### src/rtl/fhf_pkg.sv
// ----------------------------------------------------------------------------
// fhf_pkg: shared types and constants of the fire heat field update unit
// Widths, blur weights, reset values and the controller/datapath interface.
// ----------------------------------------------------------------------------
package fhf_pkg;

	localparam int COORD_W          = 3;
	localparam int HEAT_W           = 8;
	localparam int SUM_W            = 16;   // sum wraps mod 65536 by width
	localparam int FRAME_WIDTH_DEF  = 8;
	localparam int FRAME_HEIGHT_DEF = 8;
	localparam int SPARK_HEAT_RST   = 8;

	// blur weights
	localparam int W_SELF  = 127;
	localparam int W_SIDE  = 31;
	localparam int W_ABOVE = 7;
	localparam int W_BELOW = 63;

	typedef struct packed {
		logic start;   // load spark column, reset sweep position
		logic spk_rd;  // read bottom pixel of spark column
		logic spk_wr;  // write saturated spark value back
		logic rd1;     // read self and right
		logic rd2;     // read above and below
		logic calc;    // compute, write back, load output, advance
	} fhf_cmd_t;

	typedef struct packed {
		logic out_free;  // output register can take a pixel this cycle
		logic last;      // current pixel is the final one of the sweep
	} fhf_sts_t;

endpackage

### src/rtl/fire_heat_field_update_unit.sv
// ----------------------------------------------------------------------------
// fire_heat_field_update_unit: fire effect heat store with in-place blur
// Spark injection into the bottom row, then one blur sweep per frame tick.
// ----------------------------------------------------------------------------
// Usage:
//  - Input channel (in_valid/in_ready, spark_column): one transfer per frame
//    tick. spark_heat is added, saturating, to the bottom pixel of that column
//    (columns at or beyond FRAME_WIDTH get no spark), then the frame is blurred.
//  - Output channel (out_valid/out_ready): one transfer per pixel, bottom row
//    first, left to right, FRAME_WIDTH*FRAME_HEIGHT transfers per tick;
//    last_pixel marks the top-right pixel.
//  - cfg_wr_en/cfg_wr_data write spark_heat (reset value 8); write only idle.
//  - First pixel: after spark read, spark write, its two reads and its compute.
//  - Sequence: spark read and spark write, then per pixel two read steps and
//    one compute/write step; a new tick is taken only back in idle. The heat
//    store has two read ports and each pixel needs four stored values (self,
//    right, above, below), so two read steps plus one compute/write step.
//  - Receiver stall: the output register holds its pixel and the sweep waits
//    in the compute step; nothing is dropped.
//  - Reset: heat store reads as all zero (per-entry valid bits), sequencer
//    idle, no output pending.
// ----------------------------------------------------------------------------
module fire_heat_field_update_unit import fhf_pkg::*; #(
	parameter int FRAME_WIDTH  = FRAME_WIDTH_DEF,
	parameter int FRAME_HEIGHT = FRAME_HEIGHT_DEF
) (
	input  logic               clk,
	input  logic               arst_n,
	input  logic               in_valid,
	output logic               in_ready,
	input  logic [COORD_W-1:0] spark_column,
	input  logic               cfg_wr_en,
	input  logic [HEAT_W-1:0]  cfg_wr_data,
	output logic               out_valid,
	input  logic               out_ready,
	output logic [COORD_W-1:0] pixel_column,
	output logic [COORD_W-1:0] pixel_row,
	output logic [HEAT_W-1:0]  heat_value,
	output logic               last_pixel
);

	fhf_cmd_t cmd;
	fhf_sts_t sts;

	// sequencer: spark read, spark write, then read/read/compute per pixel
	fhf_ctrl u_ctrl (
		.clk      (clk),
		.arst_n   (arst_n),
		.in_valid (in_valid),
		.in_ready (in_ready),
		.sts      (sts),
		.cmd      (cmd)
	);

	// heat store, neighbor registers, weighted sum, output register
	fhf_dp #(
		.FRAME_WIDTH  (FRAME_WIDTH),
		.FRAME_HEIGHT (FRAME_HEIGHT)
	) u_dp (
		.clk          (clk),
		.arst_n       (arst_n),
		.cmd          (cmd),
		.sts          (sts),
		.spark_column (spark_column),
		.cfg_wr_en    (cfg_wr_en),
		.cfg_wr_data  (cfg_wr_data),
		.out_valid    (out_valid),
		.out_ready    (out_ready),
		.pixel_column (pixel_column),
		.pixel_row    (pixel_row),
		.heat_value   (heat_value),
		.last_pixel   (last_pixel)
	);

`ifndef ASSERT_OFF
	// a tick transfer starts a sweep; no second tick is taken the next cycle
	ap_busy_after_tick: assert property (@(posedge clk) disable iff (!arst_n)
		in_valid && in_ready |=> !in_ready)
		else $error("input taken again right after a tick transfer");

	// pixels are only produced when the output register can take them
	ap_calc_needs_room: assert property (@(posedge clk) disable iff (!arst_n)
		cmd.calc |-> sts.out_free)
		else $error("pixel computed while output register is blocked");

	// the end-of-sweep mark sits only on the top-right pixel
	ap_last_position: assert property (@(posedge clk) disable iff (!arst_n)
		out_valid && last_pixel |->
			pixel_row == '0 && pixel_column == COORD_W'(FRAME_WIDTH - 1))
		else $error("last pixel flag on wrong position");
`endif

endmodule

### src/rtl/fhf_ctrl.sv
// ----------------------------------------------------------------------------
// fhf_ctrl: sequencer of the heat field update
// Steps spark read/write, then two reads and a compute per pixel across the frame.
// ----------------------------------------------------------------------------
module fhf_ctrl import fhf_pkg::*; (
	input  logic     clk,
	input  logic     arst_n,
	input  logic     in_valid,
	output logic     in_ready,
	input  fhf_sts_t sts,
	output fhf_cmd_t cmd
);

	typedef enum logic [5:0] {
		ST_IDLE   = 6'b000001,
		ST_SPK_RD = 6'b000010,
		ST_SPK_WR = 6'b000100,
		ST_RD1    = 6'b001000,
		ST_RD2    = 6'b010000,
		ST_CALC   = 6'b100000
	} state_t;

	state_t state_q, state_nxt;

	always_ff @(posedge clk or negedge arst_n) begin
		if (!arst_n) begin
			state_q <= ST_IDLE;
		end else begin
			state_q <= state_nxt;
		end
	end

	always_comb begin
		state_nxt = state_q;
		unique case (state_q)
			ST_IDLE: begin
				if (in_valid) state_nxt = ST_SPK_RD;
			end
			ST_SPK_RD: state_nxt = ST_SPK_WR;
			ST_SPK_WR: state_nxt = ST_RD1;
			ST_RD1:    state_nxt = ST_RD2;
			ST_RD2:    state_nxt = ST_CALC;
			ST_CALC: begin
				if (sts.out_free) state_nxt = sts.last ? ST_IDLE : ST_RD1;
			end
			default:   state_nxt = ST_IDLE;
		endcase
	end

	assign in_ready   = (state_q == ST_IDLE);
	assign cmd.start  = (state_q == ST_IDLE) && in_valid;
	assign cmd.spk_rd = (state_q == ST_SPK_RD);
	assign cmd.spk_wr = (state_q == ST_SPK_WR);
	assign cmd.rd1    = (state_q == ST_RD1);
	assign cmd.rd2    = (state_q == ST_RD2);
	assign cmd.calc   = (state_q == ST_CALC) && sts.out_free;

endmodule

### src/rtl/fhf_dp.sv
// ----------------------------------------------------------------------------
// fhf_dp: heat store, neighbor fetch, weighted blur and output register
// Two read ports and one write port on the store; valid bits give reset zero.
// ----------------------------------------------------------------------------
module fhf_dp import fhf_pkg::*; #(
	parameter int FRAME_WIDTH  = FRAME_WIDTH_DEF,
	parameter int FRAME_HEIGHT = FRAME_HEIGHT_DEF
) (
	input  logic               clk,
	input  logic               arst_n,
	input  fhf_cmd_t           cmd,
	output fhf_sts_t           sts,
	input  logic [COORD_W-1:0] spark_column,
	input  logic               cfg_wr_en,
	input  logic [HEAT_W-1:0]  cfg_wr_data,
	output logic               out_valid,
	input  logic               out_ready,
	output logic [COORD_W-1:0] pixel_column,
	output logic [COORD_W-1:0] pixel_row,
	output logic [HEAT_W-1:0]  heat_value,
	output logic               last_pixel
);

	localparam int DEPTH  = FRAME_WIDTH * FRAME_HEIGHT;
	localparam int ADDR_W = $clog2(DEPTH);
	localparam logic [COORD_W-1:0] X_LAST = COORD_W'(FRAME_WIDTH - 1);
	localparam logic [COORD_W-1:0] Y_LAST = COORD_W'(FRAME_HEIGHT - 1);

	function automatic logic [ADDR_W-1:0] idx(input logic [COORD_W-1:0] yy,
	                                          input logic [COORD_W-1:0] xx);
		return ADDR_W'(yy) * ADDR_W'(FRAME_WIDTH) + ADDR_W'(xx);
	endfunction

	logic [HEAT_W-1:0]  mem_q [DEPTH];
	logic [DEPTH-1:0]   vld_q;
	logic [HEAT_W-1:0]  spark_heat_q;
	logic [COORD_W-1:0] spk_col_q, x_q, y_q;
	logic [HEAT_W-1:0]  rdat_a_q, rdat_b_q, self_q, right_q, left_q;
	logic               rvld_a_q, rvld_b_q;
	logic               out_valid_q, last_q;
	logic [COORD_W-1:0] col_q, row_q;
	logic [HEAT_W-1:0]  heat_q;

	logic [ADDR_W-1:0]  addr_a, addr_b, waddr, self_addr, spk_addr;
	logic               rd_en, we, spark_ok, x_end, y_top, y_bot;
	logic [HEAT_W-1:0]  rd_a, rd_b, wdata, new_val;
	logic [HEAT_W-1:0]  t_left, t_right, t_above, t_below;
	logic [HEAT_W:0]    spk_sum;
	logic [SUM_W-1:0]   sum;

	assign x_end     = (x_q == X_LAST);
	assign y_top     = (y_q == '0);
	assign y_bot     = (y_q == Y_LAST);
	assign spark_ok  = ({1'b0, spk_col_q} < (COORD_W + 1)'(FRAME_WIDTH));
	assign self_addr = idx(y_q, x_q);
	assign spk_addr  = spark_ok ? idx(Y_LAST, spk_col_q) : '0;

	assign rd_a = rvld_a_q ? rdat_a_q : '0;
	assign rd_b = rvld_b_q ? rdat_b_q : '0;

	// read address selection; missing neighbors fall back to self, later zeroed (below: self)
	always_comb begin
		addr_a = self_addr;
		addr_b = self_addr;
		if (cmd.spk_rd) begin
			addr_a = spk_addr;
		end else if (cmd.rd1) begin
			addr_b = x_end ? self_addr : idx(y_q, x_q + 1'b1);
		end else if (cmd.rd2) begin
			addr_a = y_top ? self_addr : idx(y_q - 1'b1, x_q);
			addr_b = y_bot ? self_addr : idx(y_q + 1'b1, x_q);
		end
	end

	assign rd_en = cmd.spk_rd || cmd.rd1 || cmd.rd2;

	// spark: saturating add
	assign spk_sum = {1'b0, rd_a} + {1'b0, spark_heat_q};

	// blur terms; left is the pixel just written, below came back updated
	assign t_left  = (x_q == '0) ? '0 : left_q;
	assign t_right = x_end ? '0 : right_q;
	assign t_above = y_top ? '0 : rd_a;
	assign t_below = y_bot ? self_q : rd_b;
	assign sum = SUM_W'(self_q)  * SUM_W'(W_SELF)
	           + SUM_W'(t_left)  * SUM_W'(W_SIDE)
	           + SUM_W'(t_right) * SUM_W'(W_SIDE)
	           + SUM_W'(t_above) * SUM_W'(W_ABOVE)
	           + SUM_W'(t_below) * SUM_W'(W_BELOW);
	assign new_val = sum[SUM_W-1:SUM_W-HEAT_W];

	assign we    = (cmd.spk_wr && spark_ok) || cmd.calc;
	assign waddr = cmd.calc ? self_addr : spk_addr;
	assign wdata = cmd.calc ? new_val : (spk_sum[HEAT_W] ? '1 : spk_sum[HEAT_W-1:0]);

	always_ff @(posedge clk) begin
		if (we) mem_q[waddr] <= wdata;
	end

	always_ff @(posedge clk) begin
		if (rd_en) begin
			rdat_a_q <= mem_q[addr_a];
			rdat_b_q <= mem_q[addr_b];
			rvld_a_q <= vld_q[addr_a];
			rvld_b_q <= vld_q[addr_b];
		end
		if (cmd.rd2) begin
			self_q  <= rd_a;
			right_q <= rd_b;
		end
		if (cmd.calc) left_q <= new_val;
		if (cmd.start) spk_col_q <= spark_column;
		if (cmd.calc) begin
			col_q  <= x_q;
			row_q  <= y_q;
			heat_q <= new_val;
			last_q <= x_end && y_top;
		end
	end

	always_ff @(posedge clk or negedge arst_n) begin
		if (!arst_n) begin
			vld_q        <= '0;
			spark_heat_q <= HEAT_W'(SPARK_HEAT_RST);
			x_q          <= '0;
			y_q          <= '0;
			out_valid_q  <= 1'b0;
		end else begin
			if (we) vld_q[waddr] <= 1'b1;
			if (cfg_wr_en) spark_heat_q <= cfg_wr_data;
			if (cmd.start) begin
				x_q <= '0;
				y_q <= Y_LAST;
			end else if (cmd.calc) begin
				if (x_end) begin
					x_q <= '0;
					y_q <= y_q - 1'b1;
				end else begin
					x_q <= x_q + 1'b1;
				end
			end
			if (cmd.calc) out_valid_q <= 1'b1;
			else if (out_ready) out_valid_q <= 1'b0;
		end
	end

	assign sts.out_free = !out_valid_q || out_ready;
	assign sts.last     = x_end && y_top;

	assign out_valid    = out_valid_q;
	assign pixel_column = col_q;
	assign pixel_row    = row_q;
	assign heat_value   = heat_q;
	assign last_pixel   = last_q;

endmodule
### config.mk
export PLATFORM = sky130hd
export DESIGN_NAME = fire_heat_field_update_unit
export DESIGN_NICKNAME = d
export VERILOG_FILES = /design/src/rtl/fhf_pkg.sv /design/src/rtl/fire_heat_field_update_unit.sv /design/src/rtl/fhf_ctrl.sv /design/src/rtl/fhf_dp.sv
export SDC_FILE = /design/constraint.sdc
export NUM_CORES = 2
export LEC_CHECK = 0
export BUFFER_PORTS_ARGS = -buffer_cell sky130_fd_sc_hd__buf_2
export CAP_MARGIN = 10
export CORE_MARGIN = 5
export CORE_UTILIZATION = 40
export DETAILED_ROUTE_END_ITERATION = 8
export PLACE_DENSITY = 0.61
export SETUP_SLACK_MARGIN = 0.1
export SLEW_MARGIN = 20
export SYNTH_ARGS = -nofsm -noshare
export SYNTH_HDL_FRONTEND = slang
export SYNTH_SLANG_ARGS = --single-unit
### constraint.sdc
create_clock -name clk -period 26.6 [get_ports clk]
set_clock_uncertainty 0.2 [all_clocks]
set_input_delay 5.32 -clock clk [delete_from_list [all_inputs] [get_ports clk]]
set_output_delay 5.32 -clock clk [all_outputs]
set_load 0.05 [all_outputs]
==> summary.txt <==
Core Region - 92,900 um^2
DR WL/cell - 25.7 um
worst-case clock buffer depth - 3
startpoint types - flop
crit path max fanout - 47
Final Power - 3.30 mW
Die ar. - 99,500 um^2
status - completed
net count after synthesis - 3,445
Fill cells - 8,620
top cells by area, synth - edfxtp_1, fa_1, nand2_1
clock share of power - 0.287
area grow syn2layout - 9.26%
Crit. End Element - flop
Top FF cell, synth - edfxtp_1
count of different cell masters after synthesis - 80
Die X - 315 um
clock latency on the worst-skew pair - 620 ps
IO Port Bufs - 32
Synth top area share - 0.454
Sum Neg Setup Slack - 0 ps
first-pass GRT wire length - 168,000 um
grt total ovfl - 0
Gate Count Post-Synth - 3,166
critical path class - flop to flop
Warnings, synthesis - 0
period utilisation layout - 0.333
final setup violation count - 0
1st-pass router iterations - 7
final wirelength - 115,000 um
Reg power frac - 0.386
Yosys top cell by area - edfxtp_1
post-route ant nets - 0
worst rel slew slack - 0.194
count of flip-flops with a built-in enable after synthesis - 564
cts bufs inserted - 70
maximum vdd drop - 0.000102 V
maxcap violations - 0
Pwr Density - 80.9 nW/um^2
Worst Tran Pin Value - 1200 ps
die height - 315 um
Worst-path clk slew - 60 ps
htree depth - 3
#FFs+latches synth - 649
fraction of registers with async set or reset after synthesis - 0.131
mapped cell area - 37,300 um^2
max-slew violation count - 0
FMAX - 113 MHz
DRC Markers - 0
leakage - 15.9 nW
initial antenna violation count - 9
Psw - 1.11 mW
Hold Slack - 288 ps
Logic pwr share - 0.326
Starting Density - 0.402
share of cells above drive strength 1 - 0.113
final hold vios - 0
Critical Path RT - 26,720 ps
Total GRT Usage - 0.227
CTS root buf - clkbuf_16
post-route minimum period - 8870 ps
largest net degree at the start of global routing - 159
clock sink total - 649
crit path DAT - 8990 ps
syn_area_per_cell - 11.8 um^2
number of cell rows - 112
DP HPWL - 76,100 um
1st-iter DRT viols - 3,358
Vias/cell - 5.86
register area share after synthesis - 0.511
multi-input combinational cell area - 16,500 um^2
Int Pwr - 2.18 mW
nets@finish - 3,413
Routability Congestion - 0.915
Sequential Area - 19,100 um^2
I/O pin count - 33
worst min path class - flop to flop
Post-CTS Setup Bufs - 0
hold_buf cts - 0
total number of vias - 26,064
CTS tree - built
RSZ-0062 raised after global routing - false
post_cts resized - 0
switching share of power - 0.338
vias in the first global route - 25,552
[power by group through the flow]
stage          Sequential (mW)  Clock (mW)  Combinational (mW)
2_1_floorplan             1.29           0               0.741
3_3_place_gp              1.30           0                1.06
3_5_place_dp              1.30           0                1.07
4_1_cts                   1.27       0.957                1.08
5_1_grt                   1.28        1.00                1.20
6_report                  1.27       0.948                1.08
[cell usage after synthesis, types with 4 or more instances]
cell / instances
edfxtp_1: 564
nand2_1: 558
inv_1: 244
a21oi_1: 194
nand3_1: 181
fa_1: 172
mux2i_1: 162
nor2_1: 127
a22oi_1: 101
ha_1: 91
clkbuf_1: 89
dfrtp_1: 83
or2_2: 68
mux4_2: 63
buf_2: 49
a31oi_1: 41
a32oi_1: 36
a22o_1: 34
o21ai_0: 34
xnor2_1: 17
and2_1: 16
and3_1: 16
buf_1: 15
mux4_1: 14
nor2b_1: 13
buf_6: 12
mux2_2: 10
nand2b_1: 10
nor3_1: 10
or4_1: 10
a211oi_1: 9
buf_4: 7
nand4_1: 7
nor3_2: 7
o211ai_1: 7
o22a_1: 7
xor2_1: 7
a21o_1: 6
buf_12: 6
o21a_1: 5
a41oi_1: 4
[stage by stage]
step	instance area, um^2	cells	utilization	worst slack (ps)
2_1_floorplan	37300	3166	-	16530
3_3_place_gp	38600	4316	0.415	17890
3_5_place_dp	38600	4316	0.415	17800
4_1_cts	40800	4444	0.439	17750
5_1_grt	40800	4444	0.439	17320
6_report	40800	4448	0.439	17730
[cells in the final DEF, fill, tap and decap left out, drive strengths merged, types with 16 or more instances in the layout]
cell type,instances
a21oi,194
a22o,34
a22oi,102
a31oi,41
a32oi,36
and2,16
and3,16
buf,78
clkbuf,89
clkinv,30
dfrtp,83
edfxtp,564
fa,172
ha,91
inv,249
mux2i,162
mux4,77
nand2,559
nand3,181
nor2,129
nor3,17
o21ai,38
or2,69
xnor2,17
[worst max-delay path: stages (launching register included)]
cell     delay [ps]
dfrtp_1         500
ha_1            330
and2_1          380
o21ai_0         680
inv_1           240
fa_1            560
fa_1            540
inv_1            50
fa_1            480
fa_1            460
fa_1            490
fa_1            490
inv_1            50
fa_1            470
inv_1            40
ha_1            300
and3_1          180
a21oi_1         190
nand3_1         190
a41o_1          310
xor2_1          230
o22a_2          570
buf_4           580
[routing by layer]
layer	GRT usage	up-vias	wire length [um]
met5	0	-	13
met4	0.110	2	6400
met3	0.0425	322	10900
met2	0.363	1435	53000
met1	0.300	13008	44100
li1	-	11297	-
[registers in the layout (all words and copies together) (netlist names)]
register / flops
u_dp.pixel_column: 3
u_dp.out_valid: 1
u_dp.mem_q: 512
u_dp.rdat_a_q: 8
u_dp.spark_heat_q: 8
u_ctrl.state_q: 6
u_dp.right_q: 8
u_dp.self_q: 8
u_dp.vld_q: 64
u_dp.left_q: 8
u_dp.y_q: 3
u_dp.spk_col_q: 3
u_dp.rvld_b_q: 1
u_dp.pixel_row: 3
u_dp.last_pixel: 1
u_dp.x_q: 3
u_dp.rdat_b_q: 8
u_dp.rvld_a_q: 1
[area by class of cell]
cell class	instances	area share
Multi-Input combinational cell	2088	0.404
Tap cell	1254	0.0385
Timing Repair Buffer	78	0.0134
Inverter	247	0.0227
Clock inverter	39	0.00761
Sequential cell	649	0.468
Antenna cell	4	0.000245
Clock buffer	89	0.0462
[cell families after synthesis]
logic type | Yosys count | share of synthesized area
compound gates | 510 | 0.0897
xor+xnor | 24 | 0.00563
simple gates | 1042 | 0.125
fa+ha+maj | 263 | 0.123
flops | 649 | 0.511
mux | 249 | 0.0943
buf+inv | 429 | 0.0513
[final timing paths]
path / start / cells past startpoint / slack [ps] / to
min in group asynchronous: arst_n / 1 / 4530 / u_dp.vld_q[53]
setup / recovery: u_dp.y_q[0] / 22 / 17730 / u_dp.mem_q[13][5]
max in group asynchronous: arst_n / 2 / 20380 / u_ctrl.state_q[3]
setup reg to reg: u_dp.y_q[0] / 22 / 17730 / u_dp.mem_q[13][5]
hold / removal: u_dp.vld_q[37] / 1 / 290 / u_dp.vld_q[37]
hold reg to reg: u_dp.vld_q[37] / 1 / 290 / u_dp.vld_q[37]
Note: power is estimated with default switching activity, not from simulation.
